[src/rtl/tile_cholesky_factor_unit_defines.svh]
// ----------------------------------------------------------------------------
// tile cholesky factor unit assertion macros
// assertion helpers used by the controller
// ----------------------------------------------------------------------------
`ifndef TILE_CHOLESKY_FACTOR_UNIT_DEFINES_SVH
`define TILE_CHOLESKY_FACTOR_UNIT_DEFINES_SVH
`ifndef SYNTHESIS
`define TCF_ASSERT_IMP(lbl, clk, rst, a, c) \
  lbl: assert property (@(posedge clk) disable iff (rst) (a) |-> (c)) \
    else $error("assertion failed");
`define TCF_ASSERT_NXT(lbl, clk, rst, a, c) \
  lbl: assert property (@(posedge clk) disable iff (rst) (a) |=> (c)) \
    else $error("assertion failed");
`else
`define TCF_ASSERT_IMP(lbl, clk, rst, a, c)
`define TCF_ASSERT_NXT(lbl, clk, rst, a, c)
`endif
`endif

[src/rtl/tcf_pkg.sv]
// ----------------------------------------------------------------------------
// tcf_pkg
// shared types and constants of the tile cholesky factor unit
// ----------------------------------------------------------------------------
package tcf_pkg;
  localparam int unsigned TILE_MAX   = 8;
  localparam int unsigned VALUE_BITS = 32;
  localparam int unsigned IDX_W = 3;
  localparam int unsigned VAL_W = VALUE_BITS;
  localparam int unsigned ORD_W = 4;

  typedef logic [IDX_W-1:0] idx_t;
  typedef logic signed [VAL_W-1:0] val_t;

  typedef enum logic [3:0] {
    OP_NOP,
    OP_PIV_RD,
    OP_ROOT,
    OP_DIV_RD,
    OP_DIV,
    OP_UPD_RD,
    OP_UPD_MUL,
    OP_UPD_WR,
    OP_OUT_RD
  } op_t;

  typedef struct packed {
    op_t  op;
    idx_t i;
    idx_t j;
    idx_t k;
  } cmd_t;

  typedef struct packed {
    logic busy;
    logic piv_bad;
  } sts_t;
endpackage

[src/rtl/tcf_in_if.sv]
// ----------------------------------------------------------------------------
// tcf_in_if
// load request channel
// ----------------------------------------------------------------------------
interface tcf_in_if;
  logic               valid;
  logic               ready;
  logic [2:0]         row;
  logic [2:0]         col;
  logic signed [31:0] value;
  logic               last;
  modport source (output valid, row, col, value, last, input ready);
  modport sink   (input valid, row, col, value, last, output ready);
endinterface

[src/rtl/tcf_out_if.sv]
// ----------------------------------------------------------------------------
// tcf_out_if
// result request channel
// ----------------------------------------------------------------------------
interface tcf_out_if;
  logic               valid;
  logic               ready;
  logic [2:0]         out_row;
  logic [2:0]         out_col;
  logic signed [31:0] out_value;
  logic               status;
  logic               out_last;
  modport source (output valid, out_row, out_col, out_value, status, out_last,
                  input ready);
  modport sink   (input valid, out_row, out_col, out_value, status, out_last,
                  output ready);
endinterface

[src/rtl/tcf_controller.sv]
// ----------------------------------------------------------------------------
// tcf_controller
// load handshake, factorization sequencer and result output register
// ----------------------------------------------------------------------------
`include "tile_cholesky_factor_unit_defines.svh"
module tcf_controller (
  input  logic              clk,
  input  logic              rst,
  input  logic [3:0]        tile_order,
  tcf_in_if.sink            in_ch,
  tcf_out_if.source         out_ch,
  output logic              ld_en,
  output tcf_pkg::cmd_t     cmd,
  input  tcf_pkg::sts_t     sts,
  input  tcf_pkg::val_t     rd_value
);
  import tcf_pkg::*;

  typedef enum logic [3:0] {
    S_LOAD, S_PIV, S_PIV_CHK, S_ROOT, S_DIV_RD, S_DIV, S_UPD_RD, S_UPD_MUL,
    S_UPD_WR, S_OUT_RD, S_OUT_WAIT, S_OUT, S_ERR
  } state_t;

  state_t state;
  idx_t i, j, k, nm1;
  logic   wait1;

  assign nm1 = (tile_order == 4'd0) ? 3'd0 :
               (tile_order > ORD_W'(TILE_MAX)) ? IDX_W'(TILE_MAX - 1) :
               3'(tile_order - 4'd1);
  assign in_ch.ready = (state == S_LOAD);
  assign ld_en = in_ch.valid && in_ch.ready && (in_ch.col <= in_ch.row);

  always_comb begin
    cmd.i = i;
    cmd.j = j;
    cmd.k = k;
    unique case (state)
      S_PIV:     cmd.op = OP_PIV_RD;
      S_PIV_CHK: cmd.op = OP_PIV_RD;
      S_ROOT:    cmd.op = OP_ROOT;
      S_DIV_RD:  cmd.op = OP_DIV_RD;
      S_DIV:     cmd.op = OP_DIV;
      S_UPD_RD:  cmd.op = OP_UPD_RD;
      S_UPD_MUL: cmd.op = OP_UPD_MUL;
      S_UPD_WR:  cmd.op = OP_UPD_WR;
      S_OUT_RD:  cmd.op = OP_OUT_RD;
      default:   cmd.op = OP_NOP;
    endcase
    if (state == S_ROOT || state == S_DIV_RD || state == S_DIV) begin
      cmd.i = (state == S_ROOT) ? k : i;
      cmd.j = k;
    end
    if (state == S_OUT_RD || state == S_OUT_WAIT) begin
      cmd.k = j;
    end
  end

  always_ff @(posedge clk) begin
    if (rst) begin
      state        <= S_LOAD;
      out_ch.valid <= 1'b0;
      i <= '0; j <= '0; k <= '0;
      wait1 <= 1'b0;
    end else begin
      wait1 <= 1'b0;
      if (out_ch.valid && out_ch.ready && state != S_OUT_WAIT) begin
        out_ch.valid <= 1'b0;
      end
      unique case (state)
        S_LOAD: begin
          if (in_ch.valid && in_ch.last) begin
            k <= '0;
            state <= S_PIV;
          end
        end
        S_PIV: state <= S_PIV_CHK;
        S_PIV_CHK: begin
          if (sts.piv_bad) begin
            out_ch.valid     <= 1'b1;
            out_ch.out_row   <= k;
            out_ch.out_col   <= k;
            out_ch.out_value <= rd_value;
            out_ch.status    <= 1'b1;
            out_ch.out_last  <= 1'b1;
            state            <= S_ERR;
          end else begin
            wait1 <= 1'b1;
            state <= S_ROOT;
          end
        end
        S_ROOT: begin
          if (!wait1 && !sts.busy) begin
            if (k == nm1) begin
              i <= '0; j <= '0;
              state <= S_OUT_RD;
            end else begin
              i <= k + 3'd1;
              state <= S_DIV_RD;
            end
          end
        end
        S_DIV_RD: begin
          wait1 <= 1'b1;
          state <= S_DIV;
        end
        S_DIV: begin
          if (!wait1 && !sts.busy) begin
            if (i == nm1) begin
              j <= k + 3'd1;
              i <= k + 3'd1;
              state <= S_UPD_RD;
            end else begin
              i <= i + 3'd1;
              state <= S_DIV_RD;
            end
          end
        end
        S_UPD_RD:  state <= S_UPD_MUL;
        S_UPD_MUL: state <= S_UPD_WR;
        S_UPD_WR: begin
          if (i == nm1) begin
            if (j == nm1) begin
              k <= k + 3'd1;
              state <= S_PIV;
            end else begin
              j <= j + 3'd1;
              i <= j + 3'd1;
              state <= S_UPD_RD;
            end
          end else begin
            i <= i + 3'd1;
            state <= S_UPD_RD;
          end
        end
        S_OUT_RD: state <= S_OUT_WAIT;
        S_OUT_WAIT: begin
          if (!out_ch.valid || out_ch.ready) begin
            out_ch.valid     <= 1'b1;
            out_ch.out_row   <= i;
            out_ch.out_col   <= j;
            out_ch.out_value <= rd_value;
            out_ch.status    <= 1'b0;
            out_ch.out_last  <= (i == nm1) && (j == i);
            state            <= S_OUT;
          end
        end
        S_OUT: begin
          if (i == nm1 && j == i) begin
            state <= S_ERR;
          end else begin
            if (j == i) begin
              i <= i + 3'd1;
              j <= '0;
            end else begin
              j <= j + 3'd1;
            end
            state <= S_OUT_RD;
          end
        end
        S_ERR: begin
          if (!out_ch.valid || out_ch.ready) begin
            state <= S_LOAD;
          end
        end
        default: state <= S_LOAD;
      endcase
    end
  end

  `TCF_ASSERT_IMP(a_no_load_busy, clk, rst, state != S_LOAD, !in_ch.ready)
  `TCF_ASSERT_NXT(a_out_hold, clk, rst, out_ch.valid && !out_ch.ready, out_ch.valid)
  `TCF_ASSERT_IMP(a_err_last, clk, rst, out_ch.valid && out_ch.status, out_ch.out_last)
endmodule

[src/flat_wrapper.sv]
// flat-port wrapper written by rule: the top's interface ports become plain ports
module tcf_controller_flat import tcf_pkg::*;
  (clk, rst, tile_order, ld_en, cmd, sts, rd_value, in_ch_valid, in_ch_row, in_ch_col, in_ch_value, in_ch_last, in_ch_ready, out_ch_valid, out_ch_out_row, out_ch_out_col, out_ch_out_value, out_ch_status, out_ch_out_last, out_ch_ready);
  tcf_in_if in_ch_i ();
  tcf_out_if out_ch_i ();
  input  logic clk;
  input  logic rst;
  input  logic [3:0] tile_order;
  output logic ld_en;
  output tcf_pkg::cmd_t cmd;
  input  tcf_pkg::sts_t sts;
  input  tcf_pkg::val_t rd_value;
  input wire logic [$bits(in_ch_i.valid)-1:0] in_ch_valid;
  input wire logic [$bits(in_ch_i.row)-1:0] in_ch_row;
  input wire logic [$bits(in_ch_i.col)-1:0] in_ch_col;
  input wire logic [$bits(in_ch_i.value)-1:0] in_ch_value;
  input wire logic [$bits(in_ch_i.last)-1:0] in_ch_last;
  output wire logic [$bits(in_ch_i.ready)-1:0] in_ch_ready;
  output wire logic [$bits(out_ch_i.valid)-1:0] out_ch_valid;
  output wire logic [$bits(out_ch_i.out_row)-1:0] out_ch_out_row;
  output wire logic [$bits(out_ch_i.out_col)-1:0] out_ch_out_col;
  output wire logic [$bits(out_ch_i.out_value)-1:0] out_ch_out_value;
  output wire logic [$bits(out_ch_i.status)-1:0] out_ch_status;
  output wire logic [$bits(out_ch_i.out_last)-1:0] out_ch_out_last;
  input wire logic [$bits(out_ch_i.ready)-1:0] out_ch_ready;
  assign in_ch_i.valid = in_ch_valid;
  assign in_ch_i.row = in_ch_row;
  assign in_ch_i.col = in_ch_col;
  assign in_ch_i.value = in_ch_value;
  assign in_ch_i.last = in_ch_last;
  assign in_ch_ready = in_ch_i.ready;
  assign out_ch_valid = out_ch_i.valid;
  assign out_ch_out_row = out_ch_i.out_row;
  assign out_ch_out_col = out_ch_i.out_col;
  assign out_ch_out_value = out_ch_i.out_value;
  assign out_ch_status = out_ch_i.status;
  assign out_ch_out_last = out_ch_i.out_last;
  assign out_ch_i.ready = out_ch_ready;
  tcf_controller u_core (.clk(clk), .rst(rst), .tile_order(tile_order), .in_ch(in_ch_i), .out_ch(out_ch_i), .ld_en(ld_en), .cmd(cmd), .sts(sts), .rd_value(rd_value));
endmodule
[config.mk]
export PLATFORM = sky130hd
export DESIGN_NAME = tcf_controller_flat
export DESIGN_NICKNAME = d
export VERILOG_FILES = /design/src/rtl/tcf_pkg.sv /design/src/rtl/tcf_in_if.sv /design/src/rtl/tcf_out_if.sv /design/src/rtl/tcf_controller.sv /design/src/flat_wrapper.sv
export VERILOG_INCLUDE_DIRS = /design/src /design/src/rtl
export SDC_FILE = /design/constraint.sdc
export NUM_CORES = 1
export LEC_CHECK = 0
export ABC_AREA = 1
export BUFFER_PORTS_ARGS = -buffer_cell sky130_fd_sc_hd__buf_2
export CORE_AREA = 8 8 121 123
export CTS_CLUSTER_DIAMETER = 200
export DETAILED_ROUTE_END_ITERATION = 8
export DIE_AREA = 0 0 129 131
export GPL_TIMING_DRIVEN = 0
export PLACE_DENSITY = 0.54
export SYNTH_ARGS = -nofsm -noshare
export SYNTH_HDL_FRONTEND = slang
export SYNTH_SLANG_ARGS = --single-unit
[constraint.sdc]
create_clock -name clk -period 10.6 [get_ports clk]
set_input_delay 2.12 -clock clk [delete_from_list [all_inputs] [get_ports clk]]
set_output_delay 2.12 -clock clk [all_outputs]
set_load 0.1 [all_outputs]
Word level (Yosys, flattened, before mapping)
Memories as Yosys holds them, arrays and structs flattened. A register that Yosys moved wholly into a read port is not among the register bits. Index checks and enable logic that the tools add are counted.

Bits in registers: 55. ROM bits: 64. Input bits: 81. Output and inout bits: 56. Logic and storage cells: 133. Memories: 1.

Add/subtract/negate cells: 4. Magnitude comparators: 2. Eq/ne operators: 31. Multiplexer cells: 59. Bitwise logic cells: 1. Reductions and logical operators: 24.

Memory list: (name not given) (words 16, width 4, rd ports 1, clocked after Yosys merged registers in 1, wr ports 0, line tcf_controller.sv:38) `unique case (state)`.

Operators with widths (number): $mux W3 (28); $mux W32 (2); $pmux W32 S2 (1); $pmux W4 S13 (1); $mux W4 (9); $pmux W3 S4 (2); $eq A4 B4 Y1 const B (5); $ne A2 B2 Y1 const B (9); $pmux W3 S2 (3); $eq A4 B3 Y1 const B (4); $eq A3 B3 Y1 (4); $add A3 B1 Y3 const B (3); $eq A4 B2 Y1 const B (2); $logic_not A4 Y1 (2); $ne A2 B1 Y1 const B (4); $pmux W1 S2 (4); $reduce_and A4 Y1 (2); $reduce_and A8 Y1 (1); $logic_and A1 B1 Y1 (7); $mux W1 (7); $mux W6 (1); $reduce_and A6 Y1 (1); $reduce_and A5 Y1 (1); $eq A4 B1 Y1 const B (1); other kinds (11) (17).

Longest topological paths before layout
Gate-level depths: netlist of run 1.

Depth after elaboration: 9. Mapped depth: 23. Depth with buffers taken out: 23.

Worst setup path before layout of run 1
Ideal clock, no wire load.

Kind: input to register. Start point: input rst. End point: register u_core.out_ch.out_col[0], enable pin. Library setup time: 0.537 ns. Arrival: 6.617 ns. Data required time: 10.063 ns. Setup slack: 3.446 ns. Stages on the path: 5. Buffers on the path: 2. Path through: clkbuf_1 > inv_1 > clkbuf_1 > o21ai_0 > nor4_1.

Cells in the longest elaborated chain, start to end: 2.

RTL lines: start: declaration (line flat_wrapper.sv:7) `input logic rst;`; $not A1 Y1 (no source line); $reduce_and A4 Y1 (no source line); end signal: assignment (line tcf_controller.sv:82) `out_ch.out_col <= k;`; end signal: assignment (line tcf_controller.sv:141) `out_ch.out_col <= j;`; end: declaration (line tcf_out_if.sv:13) `modport source (output valid, out_row, out_col, out_value, status, out_last,`.

No other way between the ends. A chain may end at the register's enable or synchronous reset.

Final worst setup path of run 1
Start point: input in_ch_col[2]. End point: output ld_en.

Cells in the longest elaborated chain, start to end: 2.

RTL lines: start: declaration (line flat_wrapper.sv:15) `input wire logic [$bits(in_ch_i.col)-1:0] in_ch_col;`; $le A3 B3 Y1 (line tcf_controller.sv:32) `assign ld_en = in_ch.valid && in_ch.ready && (in_ch.col <= in_ch.row);`; $logic_and A1 B1 Y1 (line tcf_controller.sv:32); end: declaration (line flat_wrapper.sv:9) `output logic ld_en;`.

No other way between the ends.

==> impl_metrics.tcl, run 1 <==
set metrics [dict create \
    status "complete, no violations" \
    yosys-top-cells-area "edfxtp_1, dfxtp_1, nand2_1" \
    skew_ps 7.74 \
    die_area_um2 16900 \
    ant_nets 0 \
    clkTransAtPathRegs_ps 50 \
    io_pins 137 \
    yosys_warnings 0 \
    synth-edff-count 40 \
    cts_buffers 9 \
    critPathKind "input pin to output port" \
    synth.distinct_cells 39 \
    r2r_setup_slack_ps 8240 \
    core_area_um2 12900 \
    relSlewSlack_pct 41.4 \
    syn_inst 345 \
    cts_setup_buffers 0 \
    vias_per_cell 4.38 \
    cp_data_arrival_time_ps 3260 \
    slew_viol_final 0 \
    wl_per_cell_um 13.4 \
    synth.cell_area_um2 3100 \
    synthMostInstantiatedCell "nand2_1" \
    synth.top_cell.area_share_pct 38.8 \
    wirelength_um 8630 \
    die_w_um 129 \
    critPathLaunchType "input pin" \
    grt_max_degree 11 \
    antenna_found_initial 0 \
    start_util_pct 24.1 \
    grt_pass1_vias 2716 \
    area_delta_synth_final_pct 34.5 \
    r2r_cells 7 \
    synthArstFlopShare_pct 0 \
    setup_viol 0 \
    ctsLongestPathBuffers 2 \
    synth_commonest_cells "nand2_1, edfxtp_1, inv_1" \
    leakage_nw 1.88 \
    num_rows 42 \
    nets 554 \
    cts_resized 0 \
    tightest_slew_ps 871 \
    r2r_start "u_core.state[2]" \
    crit_start "in_ch_col[2]" \
    worstSkewPairLatency_ps 320 \
    hold_slack_ps 626 \
    synthFlopType "edfxtp_1" \
    maxCapViolCount 0 \
    drcViolationCount 0 \
    tns_ps 0 \
    finalCritPeriodShare_pct 50.7 \
    layout-drive-gt1-share_pct 35.8 \
    cts_hold_buf 0 \
    reg2reg_to "u_core.out_ch.out_value[15]" \
    hold_viol_final 0 \
    gp_congestion 0.871 \
    ys_seq_area_share_pct 51.0 \
    dieHeight_um 131 \
    insertedDiodeCount 0 \
    cts_tree "yes" \
    cts-root-buf "clkbuf_16" \
    io_buffer_count 103 \
    min_period_ps 5380 \
    htree_levels 3 \
    vias 2823 \
    grt.total_usage_pct 10.1 \
    required_ps 8480 \
    hpwl_um 7050 \
    grt_pass1_wl_um 13300 \
    hp-class "flop to flop" \
    synth_seq_cells 59 \
    power_density_nw_per_um2 341 \
    initialDrtViolationCount 127 \
    yosys.area.top_type "edfxtp_1" \
    syn-num-nets 435 \
    rsz0062_at_grt "no" \
    cts_sinks 59 \
    crit_fanout 3 \
    ir_worst_vdd_uv 148 \
    overflow 0 \
    syn_area_per_cell_um2 8.98 \
    cp-endpoint "ld_en" \
    drt_pass1_iterations 4 \
    report.power.total_w 0.00142 \
    max_freq_mhz 186 \
    cp-end-kind "output port" \
]
through the flow:
step / cell area, µm² / utilization [%] / instances / worst slack (ps)
2_1_floorplan: 3100 / - / 345 / 3450
6_report: 4170 / 32.4 / 645 / 5220
5_1_grt: 4170 / 32.4 / 645 / 5160
4_1_cts: 4170 / 32.4 / 645 / 5200
3_3_place_gp: 3830 / 29.8 / 624 / 1570
3_5_place_dp: 3880 / 30.2 / 629 / 5220
worst min path at each step:
stage / from / endpoint / slack [ps] / cells past startpoint
2_1_floorplan: u_core.j[1] / u_core.j[1] / 530 / 2
3_3_place_gp: u_core.j[2] / u_core.j[2] / 600 / 2
3_5_place_dp: u_core.j[2] / u_core.j[2] / 600 / 2
4_1_cts: u_core.j[2] / u_core.j[2] / 610 / 2
5_1_grt: u_core.j[2] / u_core.j[2] / 650 / 2
6_report: u_core.i[2] / u_core.i[2] / 630 / 2
area by class of cell:
| class | instances | area (µm²) |
|---|---|---|
| Clock inverter | 6 | 56.3 |
| Clock buffer | 10 | 229 |
| Buffer | 5 | 20.0 |
| Multi-Input combinational cell | 233 | 1320 |
| Sequential cell | 59 | 1580 |
| Inverter | 48 | 185 |
| Timing Repair Buffer | 108 | 557 |
| Tap cell | 176 | 220 |
| Fill cell | 1330 | 8710 |
placed cells by master (no fill, tap or decap), drive strengths merged, types with 2 or more instances in the layout:
cell / count
a31oi: 4
inv: 48
o21bai: 2
clkinv: 4
a21oi: 16
ha: 9
nand3b: 2
a211oi: 2
or2: 2
edfxtp: 40
o21ai: 33
nand4: 3
nand3: 27
buf: 109
xnor2: 6
clkbuf: 14
nand2: 80
nor2: 38
o22ai: 2
dfxtp: 19
worst max-delay path, cell delays in order:
cell     delay (ps)
buf_2           100
ha_1            310
a21oi_1         130
a32oi_1          80
nor2_1           90
buf_2           420
routing by layer:
| metal | part of all wire [%] | vias up | routed length [µm] | track usage, % |
|---|---|---|---|---|
| li1 | - | 1400 | - | - |
| met1 | 43 | 1282 | 3710 | 11.6 |
| met2 | 44 | 129 | 3840 | 16.6 |
| met3 | 11 | 12 | 915 | 3.17 |
| met4 | 1.9 | 0 | 166 | 5.46 |
| met5 | 0 | - | 0 | 0 |
sequential cells by signal (all words and copies together), names as in the netlist:
name,count
u_core.out_ch.out_last,1
u_core.out_ch.valid,1
u_core.wait1,1
u_core.cmd,4
u_core.out_ch.out_col,3
u_core.j,3
u_core.state,4
u_core.i,3
u_core.out_ch.out_row,3
u_core.out_ch.out_value,32
u_core.out_ch.status,1
u_core.k,3
power by group:
group          switching (W)  internal (W)  leakage [nW]
Combinational       0.000621      0.000183          1.22
Sequential         0.0000367      0.000302         0.517
Clock              0.0000972      0.000179         0.140
Total               0.000755      0.000665          1.88
cells by family (layout without fill, tap and decap cells):
logic type / after synthesis / after routing / synth area share, %
AO/OA/AOI/OAI: 62 / 62 / 12.1
XOR/XNOR: 7 / 7 / 1.98
adder cells (fa/ha/maj): 9 / 9 / 3.63
buffers and inverters: 53 / 177 / 6.62
flip-flops: 59 / 59 / 51.0
AND/OR/NAND/NOR: 155 / 155 / 24.6
Note: power is estimated with default switching activity, not from simulation.
==> inputs of run 2 (changes only) <==
==> constraint.sdc (replaced) <==
create_clock -name clk -period 5.3 [get_ports clk]
set_input_delay 1.06 -clock clk [delete_from_list [all_inputs] [get_ports clk]]
set_output_delay 1.06 -clock clk [all_outputs]
set_load 0.1 [all_outputs]
==> impl_metrics.tcl, run 2 (synthesis gave the netlist of run 1 again) <==
set metrics [dict create \
    status "complete, no violations" \
    grt_max_degree 17 \
    regMostFlops "u_core.out_ch.out_value" \
    power_frac_comb_pct 57.9 \
    power_density_nw_per_um2 673 \
    critPathKind "input pin to output port" \
    hp-start "u_core.i[2]" \
    slew_viol_final 0 \
    cts_sinks 59 \
    die_w_um 129 \
    cts_resized 0 \
    drt_pass1_iterations 4 \
    die_area_um2 16900 \
    tightest_slew_ps 939 \
    layout-drive-gt1-share_pct 35.5 \
    ir_worst_vdd_uv 334 \
    r2r_cells 14 \
    final_common_cell "buf_2" \
    htree_levels 3 \
    rsz0062_at_grt "no" \
    maxUsedRoutingLayer "met4" \
    skew_ps 4.13 \
    cts-root-buf "clkbuf_16" \
    vias_per_cell 4.35 \
    wirelength_um 8700 \
    grt_pass1_wl_um 13400 \
    pwr-share-seq_pct 24.5 \
    area_delta_synth_final_pct 33.4 \
    worstSkewPairLatency_ps 320 \
    drt-met1-wl_um 3780 \
    cts_tree "yes" \
    grt_pass1_vias 2749 \
    hpwl_um 7160 \
    switchingPower_w 0.00151 \
    gp_congestion 0.900 \
    wl_met2_um 3940 \
    critPathLaunchType "input pin" \
    final_cell_mix "buf_2, nand2_1, edfxtp_1" \
    hold_depth 2 \
    antenna_found_initial 0 \
    cp_data_arrival_time_ps 2220 \
    max_freq_mhz 305 \
    insertedDiodeCount 0 \
    relSlewSlack_pct 36.9 \
    cts_buffers 9 \
    crit_fanout 3 \
    leakage_nw 1.85 \
    io_buffer_count 103 \
    wl_met3_um 759 \
    hold_slack_ps 612 \
    hold_end "u_core.i[2]" \
    core_area_um2 12900 \
    r2r_setup_slack_ps 2870 \
    hp-class "flop to flop" \
    hold_viol_final 0 \
    p_clk_share_pct 17.6 \
    required_ps 4240 \
    cp-end-kind "output port" \
    largest_reg_flops 32 \
    cts_setup_buffers 0 \
    grt.total_usage_pct 10.3 \
    num_rows 42 \
    min_period_ps 3280 \
    placed_cell_area_um2 3880 \
    overflow 0 \
    tns_ps 0 \
    setup_viol 0 \
    maxCapViolCount 0 \
    fin_area_um2 4140 \
    start_util_pct 24.1 \
    reg2reg_to "u_core.cmd[10]" \
    vias 2788 \
    swShare_pct 54.1 \
    ant_nets 0 \
    clkTransAtPathRegs_ps 50 \
    ctsLongestPathBuffers 2 \
    drcViolationCount 0 \
    cts_hold_buf 0 \
    finalCritPeriodShare_pct 62.0 \
    internal-power_w 0.00128 \
    r2r_start "u_core.state[2]" \
    dieHeight_um 131 \
    io_pins 137 \
    wl_per_cell_um 13.6 \
    nets 551 \
    initialDrtViolationCount 90 \
]
## run 2: cell types whose count changed in the layout (fill, tap and decap cells not counted), sizes merged
cell,previous run,this run
clkbuf,14,13
clkinvlp,1,2
bufinv,1,0
buf,109,106
## run 2: cell type report
| cell class | instances | area [µm²] |
|---|---|---|
| repair buffers | 105 | 542 |
| well taps | 176 | 220 |
| clock inverters | 6 | 33.8 |
| inverters | 48 | 185 |
| clock buffers | 9 | 225 |
| plain buffers | 5 | 20.0 |
| flip-flops and latches | 59 | 1580 |
| fillers | 1355 | 8740 |
| multi-input cells | 233 | 1330 |
## run 2: per-stage QoR
stage	setup slack, ps	power (W)	std cells	util (%)
6_report	2020	0.00278	641	32.1
4_1_cts	2010	0.00282	641	32.1
3_3_place_gp	-284	0.00229	624	29.8
2_1_floorplan	880	0.00200	345	-
5_1_grt	1920	0.00296	641	32.1
3_5_place_dp	1780	0.00231	626	30.1
## run 2: worst max-delay path, stage by stage
cell     delay, ps
buf_2          100
ha_1           320
a21oi_1        150
a32oi_1         80
nor2_1          90
buf_2          430
## run 2: worst max-delay path by stage
stage | start | to | cells after the start
3_3_place_gp | rst | u_core.out_ch.out_value[29] | 5
3_5_place_dp | rst | u_core.out_ch.out_value[12] | 6
2_1_floorplan | rst | u_core.out_ch.out_col[0] | 5
4_1_cts | in_ch_col[2] | ld_en | 6
6_report | in_ch_col[2] | ld_en | 6
5_1_grt | tile_order[0] | u_core.cmd[9] | 24
## run 2: power groups by stage
stage	clock network (W)	registers, W	logic (W)
6_report	0.000491	0.000681	0.00161
5_1_grt	0.000521	0.000694	0.00174
4_1_cts	0.000514	0.000682	0.00162
3_5_place_dp	0	0.000689	0.00162
3_3_place_gp	0	0.000691	0.00160
2_1_floorplan	0	0.000987	0.00101
## run 2: metal layers
layer | vias to the layer above | GRT usage [%]
li1 | 1391 | -
met1 | 1263 | 11.5
met2 | 117 | 17.4
met3 | 17 | 3.08
met4 | 0 | 5.74
met5 | - | 0
